## config.mk

```make
export PLATFORM = sky130hd
export DESIGN_NAME = iso_directory_record_parser_core
export DESIGN_NICKNAME = d
export VERILOG_FILES = /design/src/rtl/idrp_pkg.sv /design/src/rtl/idrp_parser.sv /design/src/rtl/idrp_result_queue.sv /design/src/rtl/iso_directory_record_parser_core.sv
export VERILOG_INCLUDE_DIRS = /design/src /design/src/rtl
export SDC_FILE = /design/constraint.sdc
export NUM_CORES = 1
export LEC_CHECK = 0
export ABC_CLOCK_PERIOD_IN_PS = 19770
export CAP_MARGIN = 40
export CORE_MARGIN = 3
export CORE_UTILIZATION = 49
export CTS_CLUSTER_DIAMETER = 50
export CTS_CLUSTER_SIZE = 16
export DETAILED_ROUTE_END_ITERATION = 7
export DONT_BUFFER_PORTS = 1
export PLACE_DENSITY_LB_ADDON = 0.1
export SKIP_CTS_REPAIR_TIMING = 1
export SYNTH_ARGS = -nofsm -noshare
export SYNTH_HDL_FRONTEND = slang
export SYNTH_HIERARCHICAL = 1
export SYNTH_SLANG_ARGS = --single-unit
```

## constraint.sdc

```tcl
create_clock -name clk -period 19.77 [get_ports clk]
set_clock_uncertainty 0.2 [all_clocks]
set_input_delay 0 -clock clk [delete_from_list [all_inputs] [get_ports clk]]
set_output_delay 0 -clock clk [all_outputs]
set_load 0.1 [all_outputs]
```

## src/rtl/iso_directory_record_parser_core_defines.svh

```systemverilog
// Assertion helpers shared by the parser RTL.
// Both macros expect clk and rst_n to be visible in the module that uses them.
`ifndef ISO_DIRECTORY_RECORD_PARSER_CORE_DEFINES_SVH
`define ISO_DIRECTORY_RECORD_PARSER_CORE_DEFINES_SVH

// Same-cycle implication
`define IDRP_ASSERT_IMP(lbl, ante, cons, msg) \
    lbl: assert property (@(posedge clk) disable iff (!rst_n) (ante) |-> (cons)) \
        else $error(msg);

// Next-cycle implication
`define IDRP_ASSERT_NXT(lbl, ante, cons, msg) \
    lbl: assert property (@(posedge clk) disable iff (!rst_n) (ante) |=> (cons)) \
        else $error(msg);

`endif

```

## src/rtl/idrp_pkg.sv

```systemverilog
`timescale 1ns / 1ps
`default_nettype none

package idrp_pkg;

    // Sector geometry
    localparam int SECTOR_BYTES = 2048;
    localparam int SECTOR_POS_W = $clog2(SECTOR_BYTES);
    localparam logic [SECTOR_POS_W-1:0] SECTOR_LAST = SECTOR_POS_W'(SECTOR_BYTES - 1);

    // Record layout
    localparam logic [7:0] POS_LENGTH     = 8'd0;
    localparam logic [7:0] POS_START_LO   = 8'd2;
    localparam logic [7:0] POS_START_HI   = 8'd5;
    localparam logic [7:0] POS_SIZE_LO    = 8'd10;
    localparam logic [7:0] POS_SIZE_HI    = 8'd13;
    localparam logic [7:0] POS_FLAGS      = 8'd25;
    localparam logic [7:0] POS_NAME_LEN   = 8'd32;
    localparam logic [7:0] POS_NAME_FIRST = 8'd33;
    localparam logic [7:0] CHAR_SEMICOLON = 8'h3B;
    localparam int         FLAG_DIR_BIT   = 1;

    // Result kinds
    localparam logic RESULT_NAME    = 1'b0;
    localparam logic RESULT_SUMMARY = 1'b1;

    // Result queue
    localparam int QUEUE_DEPTH = 4;
    localparam int QUEUE_PTR_W = $clog2(QUEUE_DEPTH);
    localparam int QUEUE_CNT_W = $clog2(QUEUE_DEPTH + 1);

    // Config register map
    localparam logic [1:0] ADDR_SKIP_ENTRIES = 2'd0;
    localparam logic [1:0] SKIP_ENTRIES_RESET = 2'd2;
    localparam logic [1:0] SEEN_MAX = 2'd3;

    typedef struct packed {
        logic        kind;
        logic [7:0]  name_char;
        logic [31:0] start_sector;
        logic [31:0] file_size;
        logic        is_directory;
        logic        last_of_run;
    } result_t;

    // Up to two results produced by one byte, in order
    typedef struct packed {
        logic [1:0] count;
        result_t    first_res;
        result_t    second_res;
    } result_pair_t;

    typedef struct packed {
        logic [7:0]              rec_pos;
        logic [7:0]              rec_len;
        logic [SECTOR_POS_W-1:0] sec_pos;
        logic                    pad;
        logic [1:0]              seen;
        logic [31:0]             start;
        logic [31:0]             size;
        logic                    dir;
        logic [7:0]              name_len;
        logic                    name_stop;
    } parse_state_t;

endpackage

`default_nettype wire

```

## src/rtl/idrp_parser.sv

```systemverilog
`timescale 1ns / 1ps
`default_nettype none

`include "iso_directory_record_parser_core_defines.svh"

module idrp_parser (
    input  logic                 clk,
    input  logic                 rst_n,
    input  logic                 in_valid,
    output logic                 in_ready,
    input  logic [7:0]           data_byte,
    input  logic                 first_of_extent,
    input  logic                 last_of_extent,
    input  logic [1:0]           skip_entries,
    input  logic                 queue_room,
    output idrp_pkg::result_pair_t push
);
    import idrp_pkg::*;

    logic         item_valid_reg, item_valid_next;
    logic [7:0]   item_byte_reg;
    logic         item_first_reg;
    logic         item_last_reg;
    logic         advance;
    logic         in_fire;

    parse_state_t state_reg, state_next;
    parse_state_t cur;
    parse_state_t upd;
    logic [7:0]   p;
    logic [7:0]   b;
    logic [4:0]   lane_shift;
    logic         emitting;
    logic         name_emit;
    logic         sum_emit;
    result_t      name_res;
    result_t      sum_res;

    // Input register handshake
    assign advance  = item_valid_reg && queue_room;
    assign in_ready = !item_valid_reg || queue_room;
    assign in_fire  = in_valid && in_ready;

    always_comb
    begin
        item_valid_next = item_valid_reg;
        if (in_fire)
            item_valid_next = 1'b1;
        else if (advance)
            item_valid_next = 1'b0;
    end

    always_ff @(posedge clk or negedge rst_n)
    begin
        if (!rst_n)
            item_valid_reg <= 1'b0;
        else
            item_valid_reg <= item_valid_next;
    end

    always_ff @(posedge clk)
    begin
        if (in_fire)
        begin
            item_byte_reg  <= data_byte;
            item_first_reg <= first_of_extent;
            item_last_reg  <= last_of_extent;
        end
    end

    // Record decode for the byte in the input register
    assign b          = item_byte_reg;
    assign cur        = item_first_reg ? '0 : state_reg;
    assign p          = cur.rec_pos;
    assign lane_shift = {p[1:0] - 2'd2, 3'b000};
    assign emitting   = (cur.seen >= skip_entries);

    always_comb
    begin
        upd       = cur;
        name_emit = 1'b0;
        sum_emit  = 1'b0;

        if (cur.pad)
        begin
            // rest of sector is padding
        end
        else if (p == POS_LENGTH && b == 8'd0)
        begin
            upd.pad = 1'b1;
        end
        else
        begin
            if (p == POS_LENGTH)
            begin
                upd.rec_len   = b;
                upd.start     = '0;
                upd.size      = '0;
                upd.dir       = 1'b0;
                upd.name_len  = '0;
                upd.name_stop = 1'b0;
            end
            else if (p >= POS_START_LO && p <= POS_START_HI)
            begin
                upd.start = cur.start | ({24'd0, b} << lane_shift);
            end
            else if (p >= POS_SIZE_LO && p <= POS_SIZE_HI)
            begin
                upd.size = cur.size | ({24'd0, b} << lane_shift);
            end
            else if (p == POS_FLAGS)
            begin
                upd.dir = b[FLAG_DIR_BIT];
            end
            else if (p == POS_NAME_LEN)
            begin
                upd.name_len = b;
            end
            else if (p >= POS_NAME_FIRST && (p - POS_NAME_FIRST) < cur.name_len
                     && !cur.name_stop)
            begin
                if (b == CHAR_SEMICOLON)
                    upd.name_stop = 1'b1;
                else
                    name_emit = emitting;
            end

            // end of record (length counts the length byte itself)
            if (({1'b0, p} + 9'd1) >= {1'b0, upd.rec_len})
            begin
                sum_emit    = emitting;
                upd.rec_pos = '0;
                if (cur.seen < SEEN_MAX)
                    upd.seen = cur.seen + 2'd1;
            end
            else
            begin
                upd.rec_pos = p + 8'd1;
            end
        end

        // sector position wraps and ends padding
        if (cur.sec_pos == SECTOR_LAST)
        begin
            upd.sec_pos = '0;
            upd.pad     = 1'b0;
        end
        else
        begin
            upd.sec_pos = cur.sec_pos + 1'b1;
        end
    end

    // Result formation
    always_comb
    begin
        name_res              = '0;
        name_res.kind         = RESULT_NAME;
        name_res.name_char    = b;
        name_res.last_of_run  = !sum_emit;

        sum_res               = '0;
        sum_res.kind          = RESULT_SUMMARY;
        sum_res.start_sector  = upd.start;
        sum_res.file_size     = upd.size;
        sum_res.is_directory  = upd.dir;
        sum_res.last_of_run   = 1'b1;

        push = '0;
        if (advance)
        begin
            if (name_emit)
            begin
                push.count      = sum_emit ? 2'd2 : 2'd1;
                push.first_res  = name_res;
                push.second_res = sum_res;
            end
            else if (sum_emit)
            begin
                push.count     = 2'd1;
                push.first_res = sum_res;
            end
        end
    end

    // State update; end of extent clears everything
    always_comb
    begin
        state_next = state_reg;
        if (advance)
            state_next = item_last_reg ? '0 : upd;
    end

    always_ff @(posedge clk or negedge rst_n)
    begin
        if (!rst_n)
            state_reg <= '0;
        else
            state_reg <= state_next;
    end

    `IDRP_ASSERT_IMP(a_pair_order, push.count == 2'd2, push.first_res.kind == RESULT_NAME && push.second_res.kind == RESULT_SUMMARY, "two results must be name then summary")
    `IDRP_ASSERT_NXT(a_last_clears, advance && item_last_reg, state_reg == '0, "parse state not cleared at extent end")
    `IDRP_ASSERT_IMP(a_push_on_advance, push.count != 2'd0, advance, "results pushed without a byte leaving the input register")

endmodule

`default_nettype wire

```

## src/rtl/idrp_result_queue.sv

```systemverilog
`timescale 1ns / 1ps
`default_nettype none

`include "iso_directory_record_parser_core_defines.svh"

module idrp_result_queue (
    input  logic                   clk,
    input  logic                   rst_n,
    input  idrp_pkg::result_pair_t push,
    output logic                   queue_room,
    output logic                   out_valid,
    input  logic                   out_ready,
    output idrp_pkg::result_t      head
);
    import idrp_pkg::*;

    result_t                entry_reg [QUEUE_DEPTH];
    logic [QUEUE_PTR_W-1:0] wr_ptr_reg, wr_ptr_next;
    logic [QUEUE_PTR_W-1:0] rd_ptr_reg, rd_ptr_next;
    logic [QUEUE_CNT_W-1:0] count_reg, count_next;
    logic [QUEUE_PTR_W-1:0] wr_ptr_plus1;
    logic                   pop;

    // Room for a full pair of results
    assign queue_room   = (count_reg <= QUEUE_CNT_W'(QUEUE_DEPTH - 2));
    assign out_valid    = (count_reg != '0);
    assign head         = entry_reg[rd_ptr_reg];
    assign pop          = out_valid && out_ready;
    assign wr_ptr_plus1 = wr_ptr_reg + 1'b1;

    // Pointer and fill count
    always_comb
    begin
        wr_ptr_next = wr_ptr_reg + QUEUE_PTR_W'(push.count);
        rd_ptr_next = pop ? rd_ptr_reg + 1'b1 : rd_ptr_reg;
        count_next  = count_reg + QUEUE_CNT_W'(push.count) - QUEUE_CNT_W'(pop);
    end

    always_ff @(posedge clk or negedge rst_n)
    begin
        if (!rst_n)
        begin
            wr_ptr_reg <= '0;
            rd_ptr_reg <= '0;
            count_reg  <= '0;
        end
        else
        begin
            wr_ptr_reg <= wr_ptr_next;
            rd_ptr_reg <= rd_ptr_next;
            count_reg  <= count_next;
        end
    end

    // Entry storage
    always_ff @(posedge clk)
    begin
        if (push.count != 2'd0)
            entry_reg[wr_ptr_reg] <= push.first_res;
        if (push.count == 2'd2)
            entry_reg[wr_ptr_plus1] <= push.second_res;
    end

    `IDRP_ASSERT_IMP(a_count_bound, 1'b1, count_reg <= QUEUE_CNT_W'(QUEUE_DEPTH), "result queue over depth")
    `IDRP_ASSERT_IMP(a_push_room, push.count != 2'd0, queue_room, "push without room for a pair")
    `IDRP_ASSERT_IMP(a_run_marks, push.count == 2'd2, !push.first_res.last_of_run && push.second_res.last_of_run, "run end mark misplaced")
    `IDRP_ASSERT_IMP(a_single_mark, push.count == 2'd1, push.first_res.last_of_run, "single result lacks run end mark")

endmodule

`default_nettype wire

```

## src/rtl/iso_directory_record_parser_core.sv

```systemverilog
// Channel   Handshake               Payload
// input     in_valid / in_ready     data_byte, first_of_extent, last_of_extent
// output    out_valid / out_ready   result_kind, name_char, start_sector, file_size,
//                                   is_directory, last_of_run
// config    APB psel/penable        paddr, pwdata, prdata (skip_entries at 0x0)
//
// One byte per cycle enters while in_ready; it is registered, then its results are queued.
// A byte yields zero, one or two results; the queue drains one result per cycle while out_ready.
// Input stalls only while a held byte waits for two free slots in the four-entry queue.
// Reset (rst_n, async low) clears parse state and queue; skip_entries resets to 2.
`timescale 1ns / 1ps
`default_nettype none

module iso_directory_record_parser_core (
    input  logic        clk,
    input  logic        rst_n,
    // byte stream
    input  logic        in_valid,
    output logic        in_ready,
    input  logic [7:0]  data_byte,
    input  logic        first_of_extent,
    input  logic        last_of_extent,
    // results
    output logic        out_valid,
    input  logic        out_ready,
    output logic        result_kind,
    output logic [7:0]  name_char,
    output logic [31:0] start_sector,
    output logic [31:0] file_size,
    output logic        is_directory,
    output logic        last_of_run,
    // configuration
    input  logic        psel,
    input  logic        penable,
    input  logic        pwrite,
    input  logic [1:0]  paddr,
    input  logic [31:0] pwdata,
    output logic [31:0] prdata,
    output logic        pready
);
    import idrp_pkg::*;

    logic         [1:0] skip_entries_reg, skip_entries_next;
    logic               cfg_write;
    result_pair_t       push;
    result_t            head;
    logic               queue_room;

    // Config register
    assign pready    = 1'b1;
    assign cfg_write = psel && penable && pwrite && pready && (paddr == ADDR_SKIP_ENTRIES);
    assign skip_entries_next = cfg_write ? pwdata[1:0] : skip_entries_reg;
    assign prdata    = (paddr == ADDR_SKIP_ENTRIES) ? {30'd0, skip_entries_reg} : 32'd0;

    always_ff @(posedge clk or negedge rst_n)
    begin
        if (!rst_n)
            skip_entries_reg <= SKIP_ENTRIES_RESET;
        else
            skip_entries_reg <= skip_entries_next;
    end

    // Record parser
    idrp_parser u_parser (
        .clk             (clk),
        .rst_n           (rst_n),
        .in_valid        (in_valid),
        .in_ready        (in_ready),
        .data_byte       (data_byte),
        .first_of_extent (first_of_extent),
        .last_of_extent  (last_of_extent),
        .skip_entries    (skip_entries_reg),
        .queue_room      (queue_room),
        .push            (push)
    );

    // Result queue
    idrp_result_queue u_queue (
        .clk        (clk),
        .rst_n      (rst_n),
        .push       (push),
        .queue_room (queue_room),
        .out_valid  (out_valid),
        .out_ready  (out_ready),
        .head       (head)
    );

    assign result_kind  = head.kind;
    assign name_char    = head.name_char;
    assign start_sector = head.start_sector;
    assign file_size    = head.file_size;
    assign is_directory = head.is_directory;
    assign last_of_run  = head.last_of_run;

endmodule

`default_nettype wire

```

==> out/metrics.cfg <==
[outcome]
status=finished clean

[cells_and_area]
layout_commonest_cell=edfxtp_1
area_growth_pct=10.4
final_area_sq_mm=0.0250
seq_area_sq_mm=0.0122
multiInputGateArea_sq_mm=0.00958
n_fill_cell=3762
antenna_cells=0
drive_gt1_frac=0.284
largest_register_ffs=300
nets=1712
final_cell_mix=310 x edfxtp_1, 173 x nor2_1, 156 x mux2_2

[setup_path]
r2r_start=u_parser/item_first_reg$_DFFE_PP_
crit_path_start_kind=flip-flop
r2r_end=u_queue/entry_reg[3][4]$_DFFE_PP_
crit_arrival_ns=7.10
cp_num_cells=19
crit_type=reg2reg
ff2ff_path_depth=19
crit_required_ns=19.90
crit_end=u_queue/entry_reg[3][4]$_DFFE_PP_
critPathTopFamily=simple AND/OR/NAND/NOR gates
path_max_fanout=38
endpoint_kind=flip-flop
worst_path_max_delay_cell=and4bb_4
path_cells=buf_4, nand2b_1, ha_1, o211ai_1, buf_4, nor2_1, a31oi_1, ha_1, o211ai_1, a21boi_0, a221o_1, nand2_1, nor3_1, ha_1, and3_1, and4bb_4, buf_4, buf_16, mux2_2
worstPathBufferInverterCount=4
crit_path_start=u_parser/item_first_reg$_DFFE_PP_
rrSetupSlack_ns=12.80
cpPeakStageDelay_ns=0.90

[timing]
whs_ns=0.0317
rsz0062_at_grt=false
hold_violations=0
finalSetupViolCount=0
setup_slack_ns=12.80
slew_viol_final=0
worst_slew_pin_slew_ns=0.941
max_slew_margin=0.368
fmax_mhz=144
finalSetupTns_ns=0
layout_worst_path_cycle_share=0.352
min_period_ns=6.97

[synth]
synth-edff-count=310
yosys_warnings=6
syn_inst=1639
synth.distinct_cells=69
async_flop_share=0.269
syn-cell-area_sq_mm=0.0226
synth.avg_cell_area_sq_um=13.8
yosysSeqAreaShare=0.537
synthFlopType=edfxtp_1
ys_seq_elements=424

[routing]
viasPerCell=6.00
wl_mm=55.8
first_pass_iters=6
route.detailed.drc=0
route.vias.total=13600
drtAntennaViolNets=0
initialDrtViolationCount=1175
wl_per_cell_um=24.6

[clock_network]
clk_latency_ns=0.59
cts_made_buffers=46
cts_buffer_depth=3
cts_tree=built
h-tree-depth=2
cts_sinks=424
clk_pin_slew_ns=0.06
cts_root_buf=clkbuf_16

[floorplanning]
coreArea_sq_mm=0.0455
die_area_sq_mm=0.0488
die_width_um=221
fp.dieH_um=221
placementRows=78
io_pins=161
initial_utilization=0.498

[power_and_ir_drop]
peakVddDrop_uv=131
swShare=0.457
clkPwrFrac=0.280
switchingPower_mw=1.43
p_seq_frac=0.326
p_leak_nw=9.09
comb_power_share=0.394
power_density_mw_per_mm2=125
p_int_mw=1.70

[global_route]
antenna_found_initial=0
grt_pass1_wl_mm=84.7
grt_max_degree=115
gr-total-overflow=0
grt_pass1_vias=13700
grt_usage=0.225

[placed_design]
place_hpwl_mm=32.2
post_dp_cell_area_sq_mm=0.0231
io_buffer_count=0
dp_slack_ns=12.89
gp_congestion=0.857

[run]
maxCapViolations=0

[worst_hold_path]
hold_class=in2reg
min_path_cells=3

[worst min path at each step]
stage	from	slack (ns)	to
finish	penable	0.03	skip_entries_reg[1]$_DFFE_PN1P_
floorplan	rst_n	-0.50	skip_entries_reg[0]$_DFFE_PN0P_
CTS	rst_n	-1.12	u_parser/state_reg[9]$_DFFE_PN0P_
global placement	rst_n	-0.49	u_parser/state_reg[83]$_DFFE_PN0P_
global route	penable	0.06	skip_entries_reg[1]$_DFFE_PN1P_
detailed placement	rst_n	-0.49	u_parser/state_reg[83]$_DFFE_PN0P_
[kinds of logic after synthesis]
logic type,synth area share
AO/OA/AOI/OAI,0.0774
flip-flops,0.537
buffers and inverters,0.0486
AND/OR/NAND/NOR,0.0718
adder cells (fa/ha/maj),0.0169
other,0.000497
multiplexers,0.241
XOR/XNOR,0.00696
[stage by stage]
| stage | cells | total power, mW | utilization |
|---|---|---|---|
| floorplan | 1675 | 2.07 | - |
| global placement | 2140 | 2.24 | 0.503 |
| detailed placement | 2152 | 2.27 | 0.508 |
| CTS | 2237 | 3.15 | 0.542 |
| global route | 2268 | 3.25 | 0.550 |
| finish | 2268 | 3.13 | 0.550 |
[layout make-up]
type / count / share of cell area
clock buffer: 49 / 0.0469
clock inverter: 36 / 0.0152
inverter: 29 / 0.00435
multi-input combinational: 1055 / 0.383
sequential: 424 / 0.487
tap: 600 / 0.0300
timing repair buffer: 75 / 0.0338
[power by group through the flow]
| stage | clock [mW] | sequential [mW] | combinational [mW] |
|---|---|---|---|
| after floorplan | 0 | 1.01 | 1.07 |
| after global placement | 0 | 1.06 | 1.18 |
| after detailed placement | 0 | 1.04 | 1.23 |
| after CTS | 0.897 | 1.02 | 1.23 |
| after global routing | 0.934 | 1.03 | 1.29 |
| final | 0.878 | 1.02 | 1.24 |
[tightest hold or removal path, cell delays in order]
cell           delay [ns]
nand4_1              0.09
mux2_1               0.14
dlygate4sd3_1        0.54
[synth_stat cells, drive strengths merged (13+ instances only)]
cell type | count | area (sq um)
a22o | 68 | 596
and2 | 16 | 100
inv | 29 | 109
a22oi | 49 | 368
nor3 | 24 | 151
clkbuf | 57 | 215
edfxtp | 310 | 9310
nor2 | 178 | 673
nand2 | 66 | 248
buf | 110 | 776
a31oi | 13 | 81.3
dfrtp | 113 | 2830
mux2 | 302 | 3730
o21ai | 41 | 205
ha | 29 | 363
xnor2 | 15 | 131
a21oi | 19 | 95.1
mux4 | 75 | 1690
[routing by layer]
metal,share of wire,vias up,wire (um),GRT usage
met4,0.021,2,1200,0.0652
met5,0.00091,-,51,0.00782
li1,-,6166,-,-
met3,0.054,77,3000,0.0329
met2,0.48,403,26900,0.364
met1,0.44,6964,24700,0.317
(Power assumes the default switching activity.)
